--- src/hdl/efs_pkg.sv ---
package efs_pkg;

	localparam int VALUE_W = 32;

	typedef struct packed {
		logic signed [VALUE_W-1:0] value;
		logic                      last;
	} in_item_t;

	typedef struct packed {
		logic signed [VALUE_W-1:0] sorted_value;
		logic                      final_res;
		logic                      overflow;
	} out_item_t;

	// per-cycle command broadcast along a chain
	typedef struct packed {
		logic ins;
		logic shift;
		logic desc;
	} cell_ctl_t;

	typedef enum logic {
		ST_COLLECT,
		ST_DRAIN
	} state_t;

	localparam int  PADDR_W       = 3;
	localparam logic REG_DESC_MODE = 1'b0;

	// true when a belongs ahead of b: even before odd, then by value
	function automatic logic goes_before(
		input logic signed [VALUE_W-1:0] a,
		input logic signed [VALUE_W-1:0] b,
		input logic                      desc
	);
		logic a_even;
		logic b_even;
		a_even = ~a[0];
		b_even = ~b[0];
		if (a_even != b_even) begin
			return a_even;
		end
		return desc ? (a > b) : (a < b);
	endfunction

endpackage

--- src/hdl/efs_cell.sv ---
module efs_cell (
	input  logic                                clk,
	input  logic                                arst_n,
	input  efs_pkg::cell_ctl_t                  ctl,
	input  logic signed [efs_pkg::VALUE_W-1:0]  x,
	input  logic signed [efs_pkg::VALUE_W-1:0]  prev_value,
	input  logic                                prev_valid,
	input  logic                                prev_ahead,
	input  logic signed [efs_pkg::VALUE_W-1:0]  next_value,
	input  logic                                next_valid,
	output logic signed [efs_pkg::VALUE_W-1:0]  value,
	output logic                                valid,
	output logic                                ahead
);

	logic signed [efs_pkg::VALUE_W-1:0] value_q;
	logic                               valid_q;

	// an empty cell always accepts; chain order keeps this monotone
	assign ahead = !valid_q || efs_pkg::goes_before(x, value_q, ctl.desc);

	always_ff @(posedge clk or negedge arst_n) begin
		if (!arst_n) begin
			valid_q <= 1'b0;
		end else if (ctl.shift) begin
			valid_q <= next_valid;
		end else if (ctl.ins && ahead) begin
			valid_q <= prev_ahead ? prev_valid : 1'b1;
		end
	end

	always_ff @(posedge clk) begin
		if (ctl.shift) begin
			value_q <= next_value;
		end else if (ctl.ins && ahead) begin
			// take the neighbor's value when the new item lands further up
			value_q <= prev_ahead ? prev_value : x;
		end
	end

	assign value = value_q;
	assign valid = valid_q;

endmodule

--- src/hdl/efs_chain.sv ---
module efs_chain #(
	parameter int MAX_ITEMS = 16
) (
	input  logic                                clk,
	input  logic                                arst_n,
	input  efs_pkg::cell_ctl_t                  ctl,
	input  logic signed [efs_pkg::VALUE_W-1:0]  x,
	output logic signed [efs_pkg::VALUE_W-1:0]  head_value,
	output logic                                head_valid
);

	logic signed [efs_pkg::VALUE_W-1:0] value_w  [MAX_ITEMS];
	logic                               valid_w  [MAX_ITEMS];
	logic                               ahead_w  [MAX_ITEMS];

	for (genvar i = 0; i < MAX_ITEMS; i++) begin : g_cell
		logic signed [efs_pkg::VALUE_W-1:0] prev_value;
		logic                               prev_valid;
		logic                               prev_ahead;
		logic signed [efs_pkg::VALUE_W-1:0] next_value;
		logic                               next_valid;

		if (i == 0) begin : g_head
			assign prev_value = '0;
			assign prev_valid = 1'b0;
			assign prev_ahead = 1'b0;
		end else begin : g_body
			assign prev_value = value_w[i-1];
			assign prev_valid = valid_w[i-1];
			assign prev_ahead = ahead_w[i-1];
		end

		if (i == MAX_ITEMS - 1) begin : g_tail
			assign next_value = '0;
			assign next_valid = 1'b0;
		end else begin : g_mid
			assign next_value = value_w[i+1];
			assign next_valid = valid_w[i+1];
		end

		efs_cell u_cell (
			.clk        (clk),
			.arst_n     (arst_n),
			.ctl        (ctl),
			.x          (x),
			.prev_value (prev_value),
			.prev_valid (prev_valid),
			.prev_ahead (prev_ahead),
			.next_value (next_value),
			.next_valid (next_valid),
			.value      (value_w[i]),
			.valid      (valid_w[i]),
			.ahead      (ahead_w[i])
		);
	end

	assign head_value = value_w[0];
	assign head_valid = valid_w[0];

endmodule

--- src/hdl/even_first_sorter_core.sv ---
// Channel   | Handshake               | Payload
// ----------+-------------------------+--------------------------------------
// item      | item_valid / item_ready | efs_pkg::in_item_t  (value, last)
// res       | res_valid / res_ready   | efs_pkg::out_item_t (sorted_value,
//           |                         |   final_res, overflow)
// config    | APB write/read          | descending_mode at byte address 0
//
// One input item per cycle while collecting: each item taken while not full
// is inserted into two compare-cell chains (one per sort direction).
// The item flagged last starts a drain of n results, one per cycle while
// res_ready is high, shifted out of the head cell of the chain that matches
// descending_mode; no input item is taken until the last result is accepted.
// Reset clears the cell valid bits, count, drop flag and mode at once.
// A stall on res holds the head cell and the count.
module even_first_sorter_core #(
	parameter int MAX_ITEMS = 16
) (
	input  logic                          clk,
	input  logic                          arst_n,
	input  logic                          item_valid,
	output logic                          item_ready,
	input  efs_pkg::in_item_t             item,
	output logic                          res_valid,
	input  logic                          res_ready,
	output efs_pkg::out_item_t            res,
	input  logic                          psel,
	input  logic                          penable,
	input  logic                          pwrite,
	input  logic [efs_pkg::PADDR_W-1:0]   paddr,
	input  logic [31:0]                   pwdata,
	output logic [31:0]                   prdata,
	output logic                          pready
);

	localparam int CNT_W = $clog2(MAX_ITEMS + 1);

	efs_pkg::state_t    state_q;
	efs_pkg::state_t    state_nxt;
	logic [CNT_W-1:0]   count_q;
	logic               dropped_q;
	logic               desc_mode_q;
	logic               sel_desc_q;
	logic               full;
	logic               item_acc;
	logic               res_acc;
	logic               res_done;
	efs_pkg::cell_ctl_t ctl_asc;
	efs_pkg::cell_ctl_t ctl_dsc;
	logic signed [efs_pkg::VALUE_W-1:0] head_asc;
	logic signed [efs_pkg::VALUE_W-1:0] head_dsc;
	logic               valid_asc;
	logic               valid_dsc;
	logic               reg_hit;

	// configuration port
	assign pready  = 1'b1;
	assign reg_hit = (paddr[efs_pkg::PADDR_W-1] == efs_pkg::REG_DESC_MODE);

	always_ff @(posedge clk or negedge arst_n) begin
		if (!arst_n) begin
			desc_mode_q <= 1'b0;
		end else if (psel && penable && pwrite && pready && reg_hit) begin
			desc_mode_q <= pwdata[0];
		end
	end

	always_comb begin
		prdata = '0;
		if (reg_hit) begin
			prdata[0] = desc_mode_q;
		end
	end

	// handshake
	assign item_acc = item_valid && item_ready;
	assign res_acc  = res_valid && res_ready;
	assign full     = (count_q == CNT_W'(MAX_ITEMS));
	assign res_done = res_acc && (count_q == CNT_W'(1));

	always_comb begin
		state_nxt = state_q;
		case (state_q)
			efs_pkg::ST_COLLECT: begin
				if (item_acc && item.last) begin
					state_nxt = efs_pkg::ST_DRAIN;
				end
			end
			efs_pkg::ST_DRAIN: begin
				if (res_done) begin
					state_nxt = efs_pkg::ST_COLLECT;
				end
			end
			default: state_nxt = efs_pkg::ST_COLLECT;
		endcase
	end

	always_comb begin
		item_ready = 1'b0;
		res_valid  = 1'b0;
		case (state_q)
			efs_pkg::ST_COLLECT: item_ready = 1'b1;
			efs_pkg::ST_DRAIN:   res_valid  = 1'b1;
			default: begin
				item_ready = 1'b0;
				res_valid  = 1'b0;
			end
		endcase
	end

	always_ff @(posedge clk or negedge arst_n) begin
		if (!arst_n) begin
			state_q    <= efs_pkg::ST_COLLECT;
			count_q    <= '0;
			dropped_q  <= 1'b0;
			sel_desc_q <= 1'b0;
		end else begin
			state_q <= state_nxt;
			if (item_acc) begin
				if (full) begin
					dropped_q <= 1'b1;
				end else begin
					count_q <= count_q + CNT_W'(1);
				end
				if (item.last) begin
					sel_desc_q <= desc_mode_q;
				end
			end else if (res_acc) begin
				count_q <= count_q - CNT_W'(1);
				if (res_done) begin
					dropped_q <= 1'b0;
				end
			end
		end
	end

	// both chains insert every item taken while not full; drain picks one
	always_comb begin
		ctl_asc.ins   = item_acc && !full;
		ctl_asc.shift = res_acc;
		ctl_asc.desc  = 1'b0;
		ctl_dsc       = ctl_asc;
		ctl_dsc.desc  = 1'b1;
	end

	efs_chain #(.MAX_ITEMS(MAX_ITEMS)) u_chain_asc (
		.clk        (clk),
		.arst_n     (arst_n),
		.ctl        (ctl_asc),
		.x          (item.value),
		.head_value (head_asc),
		.head_valid (valid_asc)
	);

	efs_chain #(.MAX_ITEMS(MAX_ITEMS)) u_chain_dsc (
		.clk        (clk),
		.arst_n     (arst_n),
		.ctl        (ctl_dsc),
		.x          (item.value),
		.head_value (head_dsc),
		.head_valid (valid_dsc)
	);

	always_comb begin
		res.sorted_value = sel_desc_q ? head_dsc : head_asc;
		res.final_res    = (count_q == CNT_W'(1));
		res.overflow     = dropped_q;
	end

	a_no_overlap: assert property (@(posedge clk) disable iff (!arst_n)
		!(item_ready && res_valid))
		else $error("item_ready and res_valid high together");

	a_drain_nonempty: assert property (@(posedge clk) disable iff (!arst_n)
		res_valid |-> (count_q != '0) && valid_asc && valid_dsc)
		else $error("drain with empty chain");

	a_last_starts_drain: assert property (@(posedge clk) disable iff (!arst_n)
		(item_acc && item.last) |=> res_valid)
		else $error("last item did not start drain");

	a_count_bound: assert property (@(posedge clk) disable iff (!arst_n)
		count_q <= CNT_W'(MAX_ITEMS))
		else $error("element count beyond capacity");

	a_chains_agree: assert property (@(posedge clk) disable iff (!arst_n)
		valid_asc == valid_dsc)
		else $error("chains out of step");

endmodule
--- config.mk ---
export PLATFORM = sky130hd
export DESIGN_NAME = even_first_sorter_core
export DESIGN_NICKNAME = d
export VERILOG_FILES = /design/src/hdl/efs_pkg.sv /design/src/hdl/efs_cell.sv /design/src/hdl/efs_chain.sv /design/src/hdl/even_first_sorter_core.sv
export SDC_FILE = /design/constraint.sdc
export NUM_CORES = 2
export LEC_CHECK = 0
export BUFFER_PORTS_ARGS = -buffer_cell sky130_fd_sc_hd__buf_2
export CAP_MARGIN = 40
export CORE_ASPECT_RATIO = 1.2
export CORE_MARGIN = 2
export CORE_UTILIZATION = 30
export CTS_CLUSTER_SIZE = 30
export DETAILED_ROUTE_END_ITERATION = 6
export HOLD_SLACK_MARGIN = 0.12
export SETUP_SLACK_MARGIN = 0.05
export SYNTH_ARGS = -nofsm -noshare
export SYNTH_HDL_FRONTEND = slang
export SYNTH_SLANG_ARGS = --single-unit
--- constraint.sdc ---
create_clock -name clk -period 12.5 [get_ports clk]
set_clock_uncertainty 0.1 [all_clocks]
set_input_delay 1.875 -clock clk [delete_from_list [all_inputs] [get_ports clk]]
set_output_delay 1.875 -clock clk [all_outputs]
set_load 0.05 [all_outputs]
==> results.toml <==
[floorplanning]
pin_count = 144
design.core.area_um2 = 270000
fp.dieW_um = 479
dieArea_um2 = 275000
start_util = 0.301
rows = 209
dieHeight_um = 574

[hold_path]
hold_depth = 2
hp-class = "flip-flop to flip-flop"
hold_end = "u_chain_dsc.g_cell[15].u_cell.value[12]$_SDFFE_PP0P_"
worstHoldStart = "u_chain_dsc.g_cell[15].u_cell.value[12]$_SDFFE_PP0P_"

[timing]
tightest_slew_ps = 997
maxSlewViolCount = 0
setup_viol = 0
fin_crit_ps = 6130
maxSlewHeadroom = 0.318
worst_slack_ps = 6370
setup_tns_ps = 0
hold_viol_final = 0
max_freq_mhz = 163
rsz0062_at_grt = "no"
finalCritPeriodShare = 0.491

[critical_path]
critPathTopFamily = "buffers and inverters"
path_class = "input port to flip-flop"
r2r_cells = 13
arrival_ps = 6490
r2r_setup_slack_ps = 7890
crit-reg2reg-launch = "u_chain_dsc.g_cell[12].u_cell.value[31]$_DFFE_PP_"
path_cells = "buf_4, buf_4, buf_4, ha_1, nand4_1, or4_4, nor3_2, a2111oi_1, a221o_1, o21ai_4, buf_4, nand2_1, nand2_1, buf_4"
crit_buf_inv = 5
path_common_cell = "buf_4"
r2r-end = "u_chain_dsc.g_cell[12].u_cell.value[5]$_DFFE_PP_"
critPathSlowestCell = "or4_4"
cp.required_ps = 12850
crit_fanout = 33
cp-start-kind = "input port"
slowest_delay_ps = 600
cp-end-kind = "flip-flop"

[detailed_routing]
via_per_inst = 5.72
drc_errors = 10
firstDrtPassIters = 7
drt_wl_total_um = 303000
avgRoutedWirePerCell_um = 24.3
antenna_left = 0
via_count = 71506
drtIter0Drc = 6595

[logic_synthesis]
synthAdderAreaFrac = 0.158
synth_edf_count = 960
syn_avg_cell_area_um2 = 9.05
synthArstFlopShare = 0.0385
netlist_instances = 8979
synth-simple-area-share = 0.125
synth.distinct_cells = 83
synthMuxAreaShare = 0.0486
synth-xor-area-share = 0.000862
netlist.area_leader.share = 0.355
synth_top_family_by_area = "compound AO/OA/AOI/OAI gates"
synth_seq_cells = 1065
synth_area_leader_cell = "edfxtp_1"
netlist_area_um2 = 81300
ys.flop_type = "edfxtp_1"
synth_warnings = 0
ys_seq_area_frac = 0.383
synth_area_leaders = "edfxtp_1 35%, ha_1 16%, inv_1 5.0%"
synth-compound-area-share = 0.201

[cts]
htree_num_levels = 3
cts.sinks = 1065
clk_path_buf_depth = 3
clock_latency_ps = 810
cts_inserted_buffers = 116
clk_pin_slew_worst_paths_ps = 70
cts_tree = "done"
post_cts_resized = 0
ctsRootBufferMaster = "clkbuf_16"
cts_hold_buf = 0
post_cts_buffers = 0

[placed_design]
place_hpwl_um = 224000
place_ws_ps = 5650
gp_congestion = 0.929
port_buffers = 78

[layout]
seq_area_um2 = 31100
multi_input_area_um2 = 43800
final_common_cell = "inv_1"
final_net_count = 9904
drive_above_1_share = 0.0617
final_util = 0.335
synthToLayoutAreaGrowth_pct = 11.1
most-common-layout-cells = "1088 x inv_1, 1028 x ha_1, 960 x edfxtp_1"
fillers = 27576

[power]
irDropWorstVdd_mv = 0.148
powerDensity_nw_per_um2 = 282
p_leak_nw = 39.3

[global_route]
first_global_vias = 71151
gr-total-overflow = 0
grt_util_all_layers = 0.212
antenna_found_initial = 21
grt_pass1_wl_um = 446000
grt_start_max_net_pins = 194

[status]
outcome = "complete, but fails checks"
violations = "DRC"

[flow_run]
cap_violations = 0
sequential cells by signal, indices dropped and copies added (netlist names):
| register | cells |
|---|---|
| state_q | 1 |
| sel_desc_q | 1 |
| u_chain_dsc.g_cell.u_cell.valid | 16 |
| u_chain_asc.g_cell.u_cell.value | 512 |
| u_chain_asc.g_cell.u_cell.valid | 16 |
| dropped_q | 1 |
| count_q | 5 |
| desc_mode_q | 1 |
| u_chain_dsc.g_cell.u_cell.value | 512 |
report_power, final:
part / switching, mW / internal [mW] / total, mW
clock: 1.66 / 2.07 / 3.74
sequential: 1.77 / 6.68 / 8.45
combinational: 8.45 / 4.87 / 13.3
total: 11.9 / 13.6 / 25.5
cell families after synthesis:
logic type	count (synthesis)
AND/OR/NAND/NOR	2267
XOR/XNOR	8
buffers and inverters	1707
other	2
flip-flops	1065
AO/OA/AOI/OAI	2508
multiplexers	394
adder cells (fa/ha/maj)	1028
per-stage QoR:
stage | total power, mW | instances | hold slack, ps | area (µm²)
floorplan | 17.1 | 9009 | 352 | 81400
global placement | 21.0 | 12218 | 363 | 85300
detailed placement | 21.6 | 12269 | 371 | 86300
CTS | 25.4 | 12488 | 381 | 90300
global route | 27.2 | 12490 | 393 | 90300
finish | 25.5 | 12492 | 380 | 90300
synthesized netlist by cell type (64+ instances only):
| cell type | count |
|---|---|
| clkbuf_1 | 469 |
| dfxtp_1 | 64 |
| o211ai_1 | 72 |
| nand3_1 | 244 |
| a221o_1 | 87 |
| nor3_1 | 217 |
| nand2_1 | 902 |
| a221oi_1 | 79 |
| a21oi_1 | 501 |
| inv_1 | 1089 |
| nand4_1 | 156 |
| o21ai_0 | 405 |
| o21ai_1 | 487 |
| ha_1 | 1028 |
| mux2i_1 | 390 |
| edfxtp_1 | 960 |
| o221ai_1 | 320 |
| a21o_1 | 188 |
| buf_2 | 83 |
| nor2_1 | 520 |
cell type report:
class	count	share of cell area
multi-input cells	6237	0.485
flip-flops and latches	1065	0.345
well taps	3587	0.0497
inverters	1089	0.0453
clock buffers	135	0.0332
repair buffers	292	0.0313
clock inverters	84	0.0106
diodes	3	0.0000831
layer usage:
metal,up-vias,part of all wire,global-route usage
li1,32484,-,-
met1,35300,0.37,0.243
met2,2861,0.48,0.360
met3,839,0.072,0.0357
met4,22,0.076,0.146
met5,-,0.00049,0
worst max path at each step:
stage	startpoint	end	slack, ps	cells past startpoint
4_1_cts	item[23]	u_chain_dsc.g_cell[12].u_cell.value[5]$_DFFE_PP_	6470	14
3_3_place_gp	item[29]	u_chain_asc.g_cell[13].u_cell.value[8]$_DFFE_PP_	5590	13
5_1_grt	item[23]	u_chain_dsc.g_cell[12].u_cell.value[5]$_DFFE_PP_	6120	14
6_report	item[23]	u_chain_dsc.g_cell[12].u_cell.value[5]$_DFFE_PP_	6370	14
3_5_place_dp	item[23]	u_chain_dsc.g_cell[12].u_cell.value[11]$_DFFE_PP_	5650	14
2_1_floorplan	item[1]	u_chain_asc.g_cell[13].u_cell.value[0]$_DFFE_PP_	5270	11
worst register-to-register path: stages, from the launching register on:
cell and delay (ps):
edfxtp_1 420, inv_1 70, ha_1 330, nand2_1 90, or3_1 400, or4_4 600, nor3_2 200, a2111oi_1 110
a221o_1 350, o21ai_4 80, buf_4 480, nand2_1 100, nand2_1 590, buf_4 380
No activity file was read; power rests on OpenSTA's default activity.
